`config.mk`:
```
export PLATFORM = sky130hd
export DESIGN_NAME = rwts_front
export DESIGN_NICKNAME = d
export VERILOG_FILES = /design/src/rtl/rwts_pkg.sv /design/src/rtl/rwts_front.sv
export SDC_FILE = /design/constraint.sdc
export NUM_CORES = 1
export LEC_CHECK = 0
export BUFFER_PORTS_ARGS = -buffer_cell sky130_fd_sc_hd__buf_2
export CAP_MARGIN = 20
export CORE_MARGIN = 2
export CORE_UTILIZATION = 45
export CTS_CLUSTER_DIAMETER = 200
export CTS_CLUSTER_SIZE = 10
export DETAILED_ROUTE_END_ITERATION = 16
export PLACE_DENSITY = 0.66
export SYNTH_ARGS = -nofsm -noshare
export SYNTH_HDL_FRONTEND = slang
export SYNTH_SLANG_ARGS = --single-unit
```
`constraint.sdc`:
```
create_clock -name i_clk -period 8.6 [get_ports i_clk]
set_input_delay 1.72 -clock i_clk [delete_from_list [all_inputs] [get_ports i_clk]]
set_output_delay 1.72 -clock i_clk [all_outputs]
set_load 0.05 [all_outputs]
```
`src/rtl/rwts_pkg.sv`:
```
`timescale 1ns / 1ps
// ----------------------------------------------------------------------------
// rwts_pkg
// Shared types, codes and constants of the raycast wall texel shader.
// ----------------------------------------------------------------------------
package rwts_pkg;

    // default sizes of the texture store
    localparam int NUM_TEXTURES_DEF = 8;
    localparam int TEX_MAX_SIDE_DEF = 64;

    // configuration port
    localparam int CFG_INDEX_W = 2;
    localparam int CFG_DATA_W  = 10;

    localparam logic [6:0] TEX_WIDTH_RST     = 7'd64;
    localparam logic [6:0] TEX_HEIGHT_RST    = 7'd64;
    localparam logic [9:0] SCREEN_HEIGHT_RST = 10'd480;

    // per-channel halving mask for y-side shading
    localparam logic [23:0] HALF_MASK = 24'h7F7F7F;

    typedef enum logic {
        OP_LOAD  = 1'b0,
        OP_SHADE = 1'b1
    } t_op;

    typedef enum logic [CFG_INDEX_W-1:0] {
        REG_TEX_WIDTH     = 2'd0,
        REG_TEX_HEIGHT    = 2'd1,
        REG_SCREEN_HEIGHT = 2'd2
    } t_reg;

    // fields that ride along the whole pipeline
    typedef struct packed {
        t_op         op;
        logic [2:0]  tex_index;
        logic [11:0] texel_addr;
        logic [23:0] texel_color;
        logic        side;
        logic [9:0]  row;
        logic [9:0]  screen_col;
    } t_item;

    // texture side register as used: zero reads as one, large as the maximum
    function automatic logic [8:0] clamp_side(input logic [6:0] v, input int max_side);
        logic [8:0] res;
        if (v == 7'd0) begin
            res = 9'd1;
        end else if (int'(v) > max_side) begin
            res = 9'(max_side);
        end else begin
            res = {2'b00, v};
        end
        return res;
    endfunction

endpackage

```
`src/rtl/rwts_front.sv`:
```
`timescale 1ns / 1ps
// ----------------------------------------------------------------------------
// rwts_front
// Texture column (with mirroring) and the row numerator d * tex_height.
// Two register stages.
// ----------------------------------------------------------------------------
module rwts_front #(
    parameter int TEX_MAX_SIDE = rwts_pkg::TEX_MAX_SIDE_DEF,
    localparam int SW = $clog2(TEX_MAX_SIDE + 1),
    localparam int TW = $clog2(TEX_MAX_SIDE),
    localparam int NW = 17 + SW
) (
    input  logic            i_clk,
    input  logic            i_rst_n,
    input  logic            i_adv,
    input  logic            i_valid,
    input  rwts_pkg::t_item i_item,
    input  logic [15:0]     i_wall_frac,
    input  logic            i_dir_x_positive,
    input  logic            i_dir_y_negative,
    input  logic [15:0]     i_slice_height,
    input  logic [SW-1:0]   i_w,
    input  logic [SW-1:0]   i_h,
    input  logic [9:0]      i_screen_height,
    output logic            o_valid,
    output rwts_pkg::t_item o_item,
    output logic [TW-1:0]   o_tx,
    output logic [NW-1:0]   o_num,
    output logic            o_neg,
    output logic [15:0]     o_lh
);
    import rwts_pkg::*;

    logic [16+SW-1:0]   n_frac_prod;
    logic [TW-1:0]      n_tx_raw;
    logic [TW-1:0]      n_tx;
    logic               n_mirror;
    logic [15:0]        n_lh;
    logic signed [17:0] n_d;
    logic [NW-1:0]      n_num;

    logic               r_a_valid;
    t_item              r_a_item;
    logic [TW-1:0]      r_a_tx;
    logic signed [17:0] r_a_d;
    logic [15:0]        r_a_lh;

    logic               r_b_valid;
    t_item              r_b_item;
    logic [TW-1:0]      r_b_tx;
    logic [NW-1:0]      r_b_num;
    logic               r_b_neg;
    logic [15:0]        r_b_lh;

    // stage A: column from the hit fraction, signed row offset d
    always_comb begin
        n_frac_prod = (16+SW)'(i_wall_frac) * (16+SW)'(i_w);
        n_tx_raw    = n_frac_prod[16 +: TW];
        n_mirror    = (!i_item.side && i_dir_x_positive) || (i_item.side && i_dir_y_negative);
        n_tx        = n_mirror ? TW'(i_w - SW'(1) - SW'(n_tx_raw)) : n_tx_raw;
        n_lh        = (i_slice_height == 16'd0) ? 16'd1 : i_slice_height;
        n_d         = signed'({7'd0, i_item.row, 1'b0}) - signed'({8'd0, i_screen_height})
                    + signed'({2'd0, n_lh});
    end

    // stage B: numerator; a negative d always ends on texture row zero
    always_comb begin
        n_num = NW'(r_a_d[16:0]) * NW'(i_h);
    end

    always_ff @(posedge i_clk) begin
        if (!i_rst_n) begin
            r_a_valid <= 1'b0;
            r_b_valid <= 1'b0;
        end else if (i_adv) begin
            r_a_valid <= i_valid;
            r_b_valid <= r_a_valid;
        end
    end

    always_ff @(posedge i_clk) begin
        if (i_adv) begin
            r_a_item <= i_item;
            r_a_tx   <= n_tx;
            r_a_d    <= n_d;
            r_a_lh   <= n_lh;
            r_b_item <= r_a_item;
            r_b_tx   <= r_a_tx;
            r_b_num  <= n_num;
            r_b_neg  <= r_a_d[17];
            r_b_lh   <= r_a_lh;
        end
    end

    assign o_valid = r_b_valid;
    assign o_item  = r_b_item;
    assign o_tx    = r_b_tx;
    assign o_num   = r_b_num;
    assign o_neg   = r_b_neg;
    assign o_lh    = r_b_lh;
endmodule

```
==> results by group <==
Status
  – Outcome: completed

Timing
  – Period utilisation layout: 84.1%
  – Number of hold violations in the final report: 0
  – Setup-failing EPs final: 0
  – RSZ-0062 raised after global routing: false
  – Timing-limited maximum frequency: 0.138 GHz
  – Worst slew pin tran: 1.08 ns
  – Number of slew-limit violations in the final report: 0
  – Worst hold slack: 0.402 ns
  – Fin Setup TNS: 0 ns
  – Worst Clk Skew: 0.0199 ns
  – Period minus WS final: 7.23 ns
  – Worst slew slack as a fraction of its limit: 28.1%

Yosys
  – YS warnings: 0
  – Synthesis-stage register bit count: 211
  – Area share of the largest cell type after synthesis: 43.6%
  – Synth Instances: 1195
  – Number of enable flip-flop cells after synthesis: 209
  – Commonest register cell after synthesis: sky130_fd_sc_hd__edfxtp_1
  – Average cell area after synthesis: 12.0 um2
  – Share of async-settable or async-resettable flops after synthesis: 0%
  – Post-synthesis instance area: 0.0144 mm2
  – Portion of the post-synthesis area used by sequential elements: 43.9%
  – Largest area contributor in the netlist: sky130_fd_sc_hd__edfxtp_1
  – Ranking of synthesized cells by area: sky130_fd_sc_hd__edfxtp_1, sky130_fd_sc_hd__fa_1, sky130_fd_sc_hd__ha_1, sky130_fd_sc_hd__and2_1, sky130_fd_sc_hd__inv_1
  – Net count after synthesis: 1571
  – Number of unique standard cell types used by synthesis: 57

Route
  – Pre-Repair DR Iteration Count: 5
  – Routed Wire Length: 29400 um
  – Starting DRC count in detailed routing: 496
  – Final ANT Viol Nets: 0
  – Via count normalized by instance count: 5.09
  – Drc violations: 0
  – Routed length per instance: 16.1 um
  – Detailed-route via count: 9303

Floorplanning
  – Initial Util: 45.6%
  – Number of top-level pins: 232
  – Overall die width: 183 um
  – Full die area: 0.0334 mm2
  – Die height: 183 um
  – Floorplan row count: 65
  – Placeable core region: 0.0316 mm2

Worst hold path
  – Hold Path Class: flop to flop

Global route
  – Number of antenna violations at the first check in global routing: 0
  – Global-route wire length before repair: 48000 um
  – Maximum number of pins on one net before global-route repair: 137
  – All-Layer GR Usage: 17.8%
  – Residual overflow from global routing: 0
  – Vias in the first global route: 9773

Run
  – Maximum Capacitance Violations: 0

Power
  – Largest voltage drop on the vdd net: 0.278 mV
  – Cell leakage power: 7.48 nW
  – Clock network fraction of design power: 15.2%
  – Sw Ratio: 42.0%
  – Sequential share of power: 25.7%
  – Areal power density over the cells: 366 mW/mm2
  – Switching Power: 2.55 mW
  – Share of total power in combinational logic: 59.1%
  – Power after layout: 6.08 mW
  – Cell-internal power: 3.52 mW

CTS
  – Inserted Clock Buffers: 25
  – Maximum level of the CTS H-tree: 1
  – Number of clock sinks: 211
  – Cts hold-fix bufs: 0
  – CTS-repair resized insts: 0
  – Clk_lat worst skew: 0.53 ns
  – Worst-path clk slew: 0.06 ns
  – Clock tree from TritonCTS: done
  – Maximum buffer depth of the clock tree: 3
  – Root buffer cell: sky130_fd_sc_hd__clkbuf_16
  – Setup repair bufs after CTS: 0

Placed design
  – Sum of net half-perimeters after detailed placement: 22300 um
  – Post-Place Cells: 1794
  – Quantity of I/O buffers inserted on ports: 231
  – Final weighted congestion of routability-driven global placement: 0.841

Setup path
  – Data required time of the worst path: 8.88 ns
  – Worst setup SP type: input pin
  – Largest stage delay, worst path: 0.53 ns
  – Arrival time at the worst endpoint: 7.52 ns
  – Crit Path Max Fanout: 20
  – Master of the slowest instance on the critical path: sky130_fd_sc_hd__fa_1
  – Kind of end point of the critical path: flop
  – Series of cell instances along the critical path: buf_2, and2_1, fa_1, inv_1, fa_1, inv_1, fa_1, inv_1, fa_1, inv_1, ha_1, a211o_1, a2111oi_4, nand3_1, and2_1, a21oi_1, xor2_1, ha_1, a21o_1, a21o_1, or2_2, a41oi_1, a311oi_1, xnor2_1
  – Worst setup path category: input pin to flop

Cells and area
  – Final Non-Filler Cells: 1829
  – Fill cell count: 2772
  – Antenna cells: 0
  – Share of final-layout standard cells stronger than drive strength 1: 19.0%
  – Area delta synth->final: 15.5%
  – Number of nets in the finished design: 1795
-- area by class of cell --
| cell class | instances | area (um2) | share of cell area (%) |
|---|---|---|---|
| clock buffers | 33 | 656 | 3.94 |
| flip-flops and latches | 211 | 6320 | 38.0 |
| multi-input cells | 792 | 7360 | 44.3 |
| inverters | 157 | 589 | 3.55 |
| well taps | 402 | 503 | 3.03 |
| clock inverters | 2 | 28.8 | 0.173 |
| repair buffers | 232 | 1170 | 7.05 |
-- per-layer routing --
metal  global-route usage (%)  up-vias  wire, um
met2                     32.0      258     14400
met5                        0        -         0
li1                         -     4426         -
met4                     3.87        0       528
met3                     2.84       39      1710
met1                     22.9     4580     12700
-- final timing paths --
path,startpoint,to,slack [ns],cells past startpoint
setup / recovery,i_w[5],r_a_tx[5],1.37,24
setup reg to reg,r_a_d[8],o_num[22],3.37,15
hold reg to reg,r_a_item[24],o_item[24],0.40,0
hold / removal,r_a_item[24],o_item[24],0.40,0
-- metrics by stage --
| stage | utilization (%) | cell area (um2) | setup WS, ns |
|---|---|---|---|
| floorplan | - | 14400 | 0.935 |
| global placement | 50.5 | 15900 | 0.874 |
| detailed placement | 50.5 | 15900 | 0.802 |
| CTS | 52.7 | 16600 | 1.39 |
| global route | 52.7 | 16600 | 1.07 |
| finish | 52.7 | 16600 | 1.37 |
-- cells in the final DEF, fill, tap and decap left out, drive strengths merged, types with 15 or more instances in the layout --
cell / netlist / final
buf: 0 / 231
edfxtp: 209 / 209
inv: 157 / 159
nand2: 150 / 150
fa: 144 / 144
and2: 111 / 111
ha: 109 / 109
xnor2: 40 / 40
nor2: 36 / 36
a21oi: 36 / 36
clkbuf: 35 / 34
o21ai: 23 / 23
nor3: 18 / 18
nand3: 15 / 15
-- sequential cells by signal, indices dropped and copies added, names as in the netlist, 6 cells and up --
signal and count:
o_item 61, o_lh 16, o_num 24, o_tx 6
r_a_d 18, r_a_item 61, r_a_lh 16, r_a_tx 6
-- Yosys cell counts, types with 5 or more instances --
cell	instances
sky130_fd_sc_hd__fa_1	144
sky130_fd_sc_hd__edfxtp_1	209
sky130_fd_sc_hd__nor3_1	18
sky130_fd_sc_hd__or3_1	5
sky130_fd_sc_hd__a21o_1	11
sky130_fd_sc_hd__o21ai_1	13
sky130_fd_sc_hd__nand4_1	5
sky130_fd_sc_hd__o21a_1	6
sky130_fd_sc_hd__clkbuf_1	35
sky130_fd_sc_hd__inv_1	157
sky130_fd_sc_hd__and2_1	111
sky130_fd_sc_hd__nor2_1	36
sky130_fd_sc_hd__nor2b_1	8
sky130_fd_sc_hd__o21ai_0	10
sky130_fd_sc_hd__nand2_1	149
sky130_fd_sc_hd__xor2_1	11
sky130_fd_sc_hd__ha_1	109
sky130_fd_sc_hd__nand3_1	15
sky130_fd_sc_hd__xnor2_1	40
sky130_fd_sc_hd__a21oi_1	35
-- power groups by stage --
stage	Sequential [mW]	Clock (mW)	Combinational [mW]
2_1_floorplan	1.86	0	2.60
3_3_place_gp	1.58	0	3.53
3_5_place_dp	1.58	0	3.61
4_1_cts	1.57	0.949	3.64
5_1_grt	1.58	0.988	4.11
6_report	1.56	0.923	3.59
-- cell families (layout without fill, tap and decap cells) --
family	Yosys count	in the layout	synth area share (%)
XOR/XNOR	51	51	3.10
flip-flops	211	211	43.9
buffers and inverters	192	424	5.01
AO/OA/AOI/OAI	117	117	5.56
multiplexers	5	5	0.356
adder cells (fa/ha/maj)	253	253	29.5
AND/OR/NAND/NOR	366	366	12.6
-- worst max-delay path: cells and delay by family --
kind / cells / cell delay, ns
compound gates: 7 / 1.51
xor+xnor: 2 / 0.43
fa+ha+maj: 6 / 2.66
buf+inv: 5 / 0.40
simple gates: 4 / 0.78
(Power assumes the default switching activity.)
