## src/rtl/rwts_pkg.sv

```systemverilog
`timescale 1ns / 1ps
// ----------------------------------------------------------------------------
// rwts_pkg
// Shared types, codes and constants of the raycast wall texel shader.
// ----------------------------------------------------------------------------
package rwts_pkg;

    // default sizes of the texture store
    localparam int NUM_TEXTURES_DEF = 8;
    localparam int TEX_MAX_SIDE_DEF = 64;

    // configuration port
    localparam int CFG_INDEX_W = 2;
    localparam int CFG_DATA_W  = 10;

    localparam logic [6:0] TEX_WIDTH_RST     = 7'd64;
    localparam logic [6:0] TEX_HEIGHT_RST    = 7'd64;
    localparam logic [9:0] SCREEN_HEIGHT_RST = 10'd480;

    // per-channel halving mask for y-side shading
    localparam logic [23:0] HALF_MASK = 24'h7F7F7F;

    typedef enum logic {
        OP_LOAD  = 1'b0,
        OP_SHADE = 1'b1
    } t_op;

    typedef enum logic [CFG_INDEX_W-1:0] {
        REG_TEX_WIDTH     = 2'd0,
        REG_TEX_HEIGHT    = 2'd1,
        REG_SCREEN_HEIGHT = 2'd2
    } t_reg;

    // fields that ride along the whole pipeline
    typedef struct packed {
        t_op         op;
        logic [2:0]  tex_index;
        logic [11:0] texel_addr;
        logic [23:0] texel_color;
        logic        side;
        logic [9:0]  row;
        logic [9:0]  screen_col;
    } t_item;

    // texture side register as used: zero reads as one, large as the maximum
    function automatic logic [8:0] clamp_side(input logic [6:0] v, input int max_side);
        logic [8:0] res;
        if (v == 7'd0) begin
            res = 9'd1;
        end else if (int'(v) > max_side) begin
            res = 9'(max_side);
        end else begin
            res = {2'b00, v};
        end
        return res;
    endfunction

endpackage

```

## src/rtl/rwts_div.sv

```systemverilog
`timescale 1ns / 1ps
// ----------------------------------------------------------------------------
// rwts_div
// Pipelined restoring divider, one quotient bit per stage. Quotients at or
// above 2^QW are flagged as saturated in the first stage.
// ----------------------------------------------------------------------------
module rwts_div #(
    parameter int TEX_MAX_SIDE = rwts_pkg::TEX_MAX_SIDE_DEF,
    localparam int SW = $clog2(TEX_MAX_SIDE + 1),
    localparam int TW = $clog2(TEX_MAX_SIDE),
    localparam int QW = TW + 1,
    localparam int NW = 17 + SW,
    localparam int CW = (NW > 17 + QW) ? NW : 17 + QW
) (
    input  logic            i_clk,
    input  logic            i_rst_n,
    input  logic            i_adv,
    input  logic            i_valid,
    input  rwts_pkg::t_item i_item,
    input  logic [TW-1:0]   i_tx,
    input  logic [NW-1:0]   i_num,
    input  logic            i_neg,
    input  logic [15:0]     i_lh,
    output logic            o_valid,
    output rwts_pkg::t_item o_item,
    output logic [TW-1:0]   o_tx,
    output logic [QW-1:0]   o_q,
    output logic            o_sat,
    output logic            o_neg
);
    import rwts_pkg::*;

    logic          r_v    [QW];
    t_item         r_item [QW];
    logic [TW-1:0] r_tx   [QW];
    logic [CW-1:0] r_rem  [QW];
    logic [QW-1:0] r_q    [QW];
    logic          r_sat  [QW];
    logic          r_neg  [QW];
    logic [15:0]   r_lh   [QW];

    for (genvar k = 0; k < QW; k++) begin : g_stage
        logic          p_v;
        t_item         p_item;
        logic [TW-1:0] p_tx;
        logic [CW-1:0] p_rem;
        logic [QW-1:0] p_q;
        logic          p_sat;
        logic          p_neg;
        logic [15:0]   p_lh;
        logic [CW-1:0] n_div;
        logic          n_bit;
        logic [CW-1:0] n_rem;
        logic [QW-1:0] n_q;

        if (k == 0) begin : g_first
            assign p_v    = i_valid;
            assign p_item = i_item;
            assign p_tx   = i_tx;
            assign p_rem  = CW'(i_num);
            assign p_q    = '0;
            // quotient too large for QW bits: row saturates anyway
            assign p_sat  = CW'(i_num) >= (CW'(i_lh) << QW);
            assign p_neg  = i_neg;
            assign p_lh   = i_lh;
        end else begin : g_next
            assign p_v    = r_v[k-1];
            assign p_item = r_item[k-1];
            assign p_tx   = r_tx[k-1];
            assign p_rem  = r_rem[k-1];
            assign p_q    = r_q[k-1];
            assign p_sat  = r_sat[k-1];
            assign p_neg  = r_neg[k-1];
            assign p_lh   = r_lh[k-1];
        end

        // trial subtract of the shifted divisor
        always_comb begin
            n_div = CW'(p_lh) << (QW - 1 - k);
            n_bit = p_rem >= n_div;
            n_rem = n_bit ? p_rem - n_div : p_rem;
            n_q   = p_q;
            n_q[QW-1-k] = n_bit;
        end

        always_ff @(posedge i_clk) begin
            if (!i_rst_n) begin
                r_v[k] <= 1'b0;
            end else if (i_adv) begin
                r_v[k] <= p_v;
            end
        end

        always_ff @(posedge i_clk) begin
            if (i_adv) begin
                r_item[k] <= p_item;
                r_tx[k]   <= p_tx;
                r_rem[k]  <= n_rem;
                r_q[k]    <= n_q;
                r_sat[k]  <= p_sat;
                r_neg[k]  <= p_neg;
                r_lh[k]   <= p_lh;
            end
        end
    end

    assign o_valid = r_v[QW-1];
    assign o_item  = r_item[QW-1];
    assign o_tx    = r_tx[QW-1];
    assign o_q     = r_q[QW-1];
    assign o_sat   = r_sat[QW-1];
    assign o_neg   = r_neg[QW-1];

    // after the first step the remainder is below the first step's shifted divisor
    a_first_step: assert property (@(posedge i_clk) disable iff (!i_rst_n)
        r_v[0] && !r_sat[0] |-> r_rem[0] < (CW'(r_lh[0]) << (QW - 1)))
        else $error("divider first step left remainder too large");

    // finished division leaves a remainder below the divisor
    a_final_rem: assert property (@(posedge i_clk) disable iff (!i_rst_n)
        r_v[QW-1] && !r_sat[QW-1] && !r_neg[QW-1] |-> r_rem[QW-1] < CW'(r_lh[QW-1]))
        else $error("divider remainder not below line height");
endmodule

```

## config.mk

```make
export PLATFORM = sky130hd
export DESIGN_NAME = rwts_div
export DESIGN_NICKNAME = d
export VERILOG_FILES = /design/src/rtl/rwts_pkg.sv /design/src/rtl/rwts_div.sv
export SDC_FILE = /design/constraint.sdc
export NUM_CORES = 1
export LEC_CHECK = 0
export BUFFER_PORTS_ARGS = -buffer_cell sky130_fd_sc_hd__buf_2
export CORE_AREA = 2 2 228 230
export CTS_BUF_LIST = sky130_fd_sc_hd__clkbuf_4
export CTS_CLUSTER_SIZE = 8
export DETAILED_ROUTE_END_ITERATION = 8
export DIE_AREA = 0 0 230 232
export PLACE_DENSITY_LB_ADDON = 0.15
export SKIP_LAST_GASP = 1
export SLEW_MARGIN = 20
export SYNTH_ARGS = -nofsm -noshare
export SYNTH_HDL_FRONTEND = slang
export SYNTH_SLANG_ARGS = --single-unit
```

## constraint.sdc

```tcl
create_clock -name i_clk -period 8.4 [get_ports i_clk]
set_clock_uncertainty 0.15 [all_clocks]
set_input_delay 1.68 -clock i_clk [delete_from_list [all_inputs] [get_ports i_clk]]
set_output_delay 1.68 -clock i_clk [all_outputs]
set_load 0.03 [all_outputs]
```

==> out/metrics.cfg, run 1 <==
[floorplanning]
die_x_um=230
row_count=83
dieArea_um2=53360
initial_utilization_pct=59.44
fp.dieH_um=232
ioPinCount=189
core_um2=50890

[finish]
syn_to_final_growth_pct=13.34
finalCoreUtilization_pct=67.37
stdcell_count=3062
fin_nets=2496
drive_above_1_share_pct=21.51

[route]
dr.pass1.iters=5
vias=16140
wl_met3_mm=2.450
postRouteAntennaNets=0
wl_met1_mm=20.12
wl_per_cell_um=15.68
viasPerCell=5.270
routed.top_layer=met5
wl_met2_mm=24.20
first_iter_violations=1055
wirelength_mm=48.01
drc=0

[placed_design]
place_congestion=0.8874
place_ws_ns=3.410
dp_cells=2743
portBuffers=188
dp.final_hpwl_mm=32.00

[sta]
worst_slew_pin_slew_ns=1.042
rsz0062_at_grt=no
setup_ws_ns=4.356
max_freq_ghz=0.2473
fin_crit_ns=4.044
fin_crit_sh_pct=48.14
hold_viol_final=0
hold-worst-slack_ns=0.2300
finalSetupTns_ns=0
relSlewSlack_pct=30.56
setup_viol=0
maxSlewViolCount=0

[worst_hold_path]
holdCritStartpoint=r_item[2][30]$_DFFE_PP_
min_to=r_item[3][30]$_DFFE_PP_
min_path_type=reg2reg
worstHoldPathCells=0

[worst_setup_path]
max_stage_delay_ns=0.43
critPathBufInv=4
critical_path.endpoint_type=register
crit_fanout=18
cp.required_ns=8.95
start_kind=primary input
critPathTopFamily=compound AO/OA/AOI/OAI gates
rrSetupSlack_ns=4.92
arrival_ns=4.60
criticalPathCategory=in2reg
path_cells=buf_2 > inv_1 > ha_1 > inv_1 > fa_1 > a211oi_1 > nor2_1 > o31a_1 > o211a_1 > o311ai_1 > a31o_2 > inv_2 > o311a_1 > xor2_1
crit_top_cell=inv_1
r2r-start=r_lh[2][1]$_DFFE_PP_
slowest_stage=fa_1
r2r-end=r_rem[3][6]$_DFFE_PP_
r2r_cells=9

[clock_tree]
clk_latency_ns=0.97
cts_tree=built
cts_sinks=758
clockBufferDepth=3
cts-buffers-inserted=185
hold_buffers=0
root_buffer=clkbuf_4
cts_resized=0
clk_pin_slew_ns=0.06
post_cts_buffers=0
h-tree-depth=4

[yosys]
synth-adder-area-share_pct=5.692
synth_top_family_by_area=compound AO/OA/AOI/OAI gates
yosysSeqAreaShare_pct=75.22
ys.flop_type=edfxtp_1
synthMuxAreaShare_pct=0.8190
yosys.area_share.simple_pct=5.423
syn_avg_cell_area_um2=15.97
synthArstFlopShare_pct=0
synth_compound_area_share_pct=7.747
syn_nets=2140
ys_ff_latch=758
syn_inst=1894
yosys_warnings=0
synth_edf_count=757
synthXorXnorAreaFrac_pct=2.895
syn_area_um2=30250
synth_cell_types=73

[grt]
antenna_found_initial=4
grt_pass1_vias=16270
grt_max_degree=200
track_usage_pct=18.44
overflow=0
grt_first_pass_wirelength_mm=77.51

[pwr]
intPower_w=0.007007
clock_power_share_pct=29.1
p_sw_w=0.002650
p_seq_share_pct=51.3
pwr-share-comb_pct=19.6
leakage_nw=13.25
ir_worst_vdd_v=0.0002008
swShare_pct=27.44
power_density_nw_per_um2=281.7

[run_status]
status=finished, final reports clean

[job]
max_cap_viol_count=0

## cells by family (layout without fill, tap and decap cells)
kind of cell / after synthesis / count (layout)
simple gates: 340 / 340
other cells: 0 / 2
compound gates: 370 / 370
xor+xnor: 100 / 100
flops: 758 / 758
fa+ha+maj: 134 / 134
mux: 22 / 22
buf+inv: 170 / 656
## flip-flops by register name (all words and copies together) (netlist names)
signal	cells
r_neg	7
r_lh	96
r_sat	7
r_item	427
r_v	7
r_tx	42
r_rem	144
r_q	28
## cells in the mapped netlist, drive strengths merged (7+ instances only)
cell,number,area [µm²]
edfxtp,757,22730
inv,143,536.8
ha,128,1602
a21oi,118,590.6
nand2,101,379.1
nor2,100,377.9
o21ai,96,484.2
xnor2,58,508.0
a21o,42,315.3
xor2,42,367.9
a211oi,22,170.2
nand3,21,105.1
mux2,19,217.7
nor2b,18,112.6
clkbuf,17,63.81
nand2b,17,106.4
and3,14,87.58
nand4,13,81.33
o21a,11,82.58
buf,10,67.56
nor3,10,50.05
a31oi,9,56.30
nor4,9,62.56
and2,8,50.05
o211ai,8,60.06
a2111oi,7,86.33
o21bai,7,52.55
o31a,7,61.31
## per-layer routing
layer | track usage, % | up-vias
met1 | 22.28 | 7577
met2 | 30.64 | 441
li1 | - | 8000
met5 | 0 | -
met4 | 8.528 | 4
met3 | 5.587 | 114
## power by group through the flow
stage	Combinational [W]	Sequential [W]	Clock, W
global placement	0.00182	0.00501	0
CTS	0.00188	0.00495	0.00294
detailed placement	0.00187	0.00503	0
finish	0.00190	0.00495	0.00281
floorplan	0.00140	0.00499	0
global route	0.00213	0.00499	0.00314
## through the flow
step / cell area [µm²] / total power [W]
detailed placement: 32040 / 0.006898
global route: 34280 / 0.01026
CTS: 34280 / 0.009770
global placement: 32040 / 0.006833
finish: 34280 / 0.009657
floorplan: 30250 / 0.006385
## how the worst max path moves through the flow
stage | start | end | slack [ns] | cells after the start
6_report | i_num[6] | r_rem[0][23]$_DFFE_PP_ | 4.36 | 14
5_1_grt | i_num[6] | r_rem[0][23]$_DFFE_PP_ | 4.34 | 14
4_1_cts | i_num[6] | r_rem[0][23]$_DFFE_PP_ | 4.52 | 14
3_5_place_dp | i_num[6] | r_rem[0][23]$_DFFE_PP_ | 3.41 | 14
3_3_place_gp | i_num[6] | r_rem[0][23]$_DFFE_PP_ | 3.44 | 14
2_1_floorplan | i_num[6] | r_rem[0][7]$_DFFE_PP_ | 4.05 | 15
## cell usage in the layout (no fill, tap or decap), types with 6 or more instances in the layout
cell type | netlist | final
nor3_1 | 10 | 10
nand4_1 | 13 | 13
o21ai_0 | 94 | 94
edfxtp_1 | 757 | 757
clkinv_1 | 0 | 41
and3_1 | 14 | 14
o31ai_1 | 6 | 6
o31a_1 | 7 | 7
or3_1 | 6 | 6
nor2b_1 | 18 | 18
a21oi_1 | 118 | 117
buf_2 | 6 | 187
inv_1 | 142 | 142
xnor2_1 | 58 | 58
nand2b_1 | 17 | 17
nand2_1 | 101 | 101
o211ai_1 | 8 | 8
clkbuf_4 | 0 | 256
nand3_1 | 21 | 21
a31oi_1 | 9 | 9
fa_1 | 6 | 6
nor4_1 | 8 | 8
xor2_1 | 42 | 42
nor2_1 | 99 | 99
a21o_1 | 42 | 42
o21bai_1 | 7 | 7
and2_1 | 8 | 8
a31o_2 | 6 | 6
a211oi_1 | 21 | 21
mux2_2 | 18 | 18
ha_1 | 128 | 128
o21a_1 | 11 | 11
## final cells by class
type,instances,area [µm²]
clock inverters,61,316.6
repair buffers,196,1061
diodes,2,5.005
multi-input cells,966,6840
fillers,3498,16600
inverters,143,536.8
clock buffers,256,1922
flip-flops and latches,758,22750
well taps,680,850.8
## worst register-to-register path: stages (launching register included)
cell and delay, ns:
edfxtp_1 0.46, inv_1 0.09, ha_1 0.23, nor2b_1 0.15
o31a_1 0.28, o31a_1 0.29, a2111oi_4 0.42, o21ai_2 0.15
a21o_1 0.57, mux2_2 0.46
No activity file was read; power rests on OpenSTA's default activity.
==> run 2: changes to the inputs <==
CORE_AREA = 2 2 234 236   (was 2 2 228 230)
DIE_AREA = 0 0 236 238   (was 0 0 230 232)
clock period = 3.6 ns   (was 8.4 ns; I/O delays follow)
==> run 2 against run 1 <==
Against the previous run: worst hold slack improved by 0.0059 ns; flip-flop and latch count is the same; worst setup slack got worse by 4.1 ns; routed wire length rose by 3.6%; critical path depth fell by 3; non-clock buffer count is 143 higher; power increased by 140%; utilization down 0.58 points; cell count is 5.2% higher; register-to-register slack worse by 4.7 ns; critical endpoint is now r_rem[3][22]$_DFFE_PP_; largest cell class unchanged; highest routed layer is now met4.
==> out/metrics.cfg, run 2 (synthesis results as in run 1) <==
[run_status]
status=finished, final reports clean

[worst_setup_path]
criticalPathCategory=reg2reg
arrival_ns=3.90  ; -0.70 ns
start_kind=register
critical_path.endpoint_type=register
crit_fanout=19  ; +1
cp.required_ns=4.15  ; -4.80 ns

[floorplanning]
row_count=85  ; +2.4%
ioPinCount=189  ; unchanged
fp.dieH_um=238  ; +2.6%
initial_utilization_pct=56.55  ; -2.9 points
dieArea_um2=56170  ; +5.3%
die_x_um=236  ; +2.6%
core_um2=53500  ; +5.1%

[route]
wl_per_cell_um=15.45  ; -1.4%
postRouteAntennaNets=0  ; unchanged
first_iter_violations=948  ; -10%
drc=0  ; unchanged
vias=16740  ; +3.7%
viasPerCell=5.198  ; -1.4%
wirelength_mm=49.76  ; +3.6%
dr.pass1.iters=6  ; +1

[pwr]
clock_power_share_pct=29.0  ; about the same
pwr-share-comb_pct=20.3  ; +0.7 points
swShare_pct=27.50  ; +0.053 points
p_sw_w=0.006263  ; +140%
leakage_nw=13.89  ; +4.9%
intPower_w=0.01652  ; +140%
ir_worst_vdd_v=0.0004190  ; +110%
p_seq_share_pct=50.7  ; -0.6 points
power_density_nw_per_um2=637.5  ; +130%

[placed_design]
dp_cells=2791  ; +1.7%
placed_area_um2=32350  ; +0.97%
portBuffers=188  ; unchanged
place_ws_ns=-0.03813  ; -3.448 ns
dp.final_hpwl_mm=32.73  ; +2.3%
place_congestion=0.8966  ; +1.0%

[grt]
grt_max_degree=104  ; -48%
grt_pass1_vias=17010  ; +4.6%
antenna_found_initial=2  ; -2
track_usage_pct=18.17  ; -0.27 points
overflow=0  ; unchanged
grt_first_pass_wirelength_mm=81.03  ; +4.5%

[sta]
max_freq_ghz=0.2988
relSlewSlack_pct=56.75  ; +26 points
worst_slew_pin_slew_ns=0.6488  ; -0.3928 ns
setup_ws_ns=0.2536  ; -4.103 ns
fin_crit_sh_pct=92.96
maxSlewViolCount=0  ; unchanged
fin_crit_ns=3.346
setup_viol=0  ; unchanged
hold_viol_final=0  ; unchanged
rsz0062_at_grt=no

[finish]
final_common_cell=edfxtp_1
syn_to_final_growth_pct=18.12
largestRegisters=r_item: 427 flops, r_rem: 144 flops, r_lh: 96 flops
stdcell_count=3220  ; +5.2%
most-common-layout-cells=757 x edfxtp_1, 259 x clkbuf_4, 187 x buf_2
drive_above_1_share_pct=21.81  ; +0.30 points
post-route-cell-area_um2=35730  ; +4.2%
finalCoreUtilization_pct=66.79  ; -0.58 points
fin_nets=2638  ; +5.7%
largest-register=r_item
nFillCells=3682  ; +5.3%
largest_reg_flops=427  ; unchanged

[clock_tree]
cts-buffers-inserted=184  ; -0.54%
clk_pin_slew_ns=0.07  ; about the same
clk_latency_ns=0.96  ; about the same
h-tree-depth=4  ; unchanged
cts_tree=built
cts_sinks=758  ; unchanged
clockBufferDepth=3  ; unchanged
root_buffer=clkbuf_4
post_cts_buffers=0  ; unchanged

[worst_hold_path]
min_path_type=reg2reg

[job]
max_cap_viol_count=0  ; unchanged

run 2: cell count changes in the layout (fill, tap and decap cells not counted), moves of 3 or more:
cell	before	now
dlygate4sd3_1	0	111
buf_4	4	32
clkinv_1	41	36
buf_12	4	8
clkbuf_4	256	259
run 2: final cells by class:
type	count	area, µm²	area share (%)
Tap cell	696	870.8	2.437
Multi-Input combinational cell	966	6855	19.19
Inverter	143	536.8	1.502
Antenna cell	2	5.005	0.01401
Sequential cell	758	22750	63.68
Clock buffer	259	1944	5.442
Clock inverter	57	302.8	0.8475
Timing Repair Buffer	339	2462	6.892
run 2: metal layers:
| metal | track usage, % | wire (µm) |
|---|---|---|
| met5 | 0 | 0 |
| met4 | 9.728 | 1422 |
| met3 | 4.963 | 2470 |
| met2 | 30.48 | 24920 |
| met1 | 21.52 | 20940 |
run 2: worst paths after layout:
| path | startpoint | to | slack, ns | cells past startpoint |
|---|---|---|---|---|
| min reg2reg | r_sat[4]$_DFFE_PP_ | r_sat[5]$_DFFE_PP_ | 0.24 | 0 |
| max | r_lh[2][1]$_DFFE_PP_ | r_rem[3][22]$_DFFE_PP_ | 0.25 | 11 |
| max reg2reg | r_lh[2][1]$_DFFE_PP_ | r_rem[3][22]$_DFFE_PP_ | 0.25 | 11 |
| min | r_sat[4]$_DFFE_PP_ | r_sat[5]$_DFFE_PP_ | 0.24 | 0 |
run 2: stage by stage:
| stage | power [W] | hold WS [ns] | setup TNS [ns] |
|---|---|---|---|
| floorplan | 0.01490 | 0.2503 | 0 |
| detailed placement | 0.01617 | 0.2545 | -0.06264 |
| global placement | 0.01601 | 0.2501 | -0.0004132 |
| global route | 0.02414 | 0.1946 | 0 |
| CTS | 0.02300 | 0.1330 | 0 |
| finish | 0.02278 | 0.2359 | 0 |
run 2: power by group through the flow:
stage          registers (W)  logic (W)  clock network, W
2_1_floorplan         0.0116    0.00326                 0
3_3_place_gp          0.0117    0.00431                 0
3_5_place_dp          0.0117    0.00444                 0
4_1_cts               0.0115    0.00457           0.00688
5_1_grt               0.0116    0.00514           0.00736
6_report              0.0115    0.00462           0.00661
run 2: critical path: stages, from the launching register on:
cell and delay (ns):
edfxtp_1 0.44, inv_1 0.09, ha_1 0.24, nor2b_1 0.15, o31a_1 0.27, o31a_1 0.29, a2111oi_4 0.41, o21ai_2 0.13
a21o_1 0.43, buf_4 0.29, nand4b_1 0.10, xnor2_1 0.08
run 2: timing repair:
item                                    in CTS  in global routing
endpoints found under the setup margin       0                  6
hold buffers                               111                  0
gates resized for setup                      0                  3
hold endpoints to repair                   154                  0
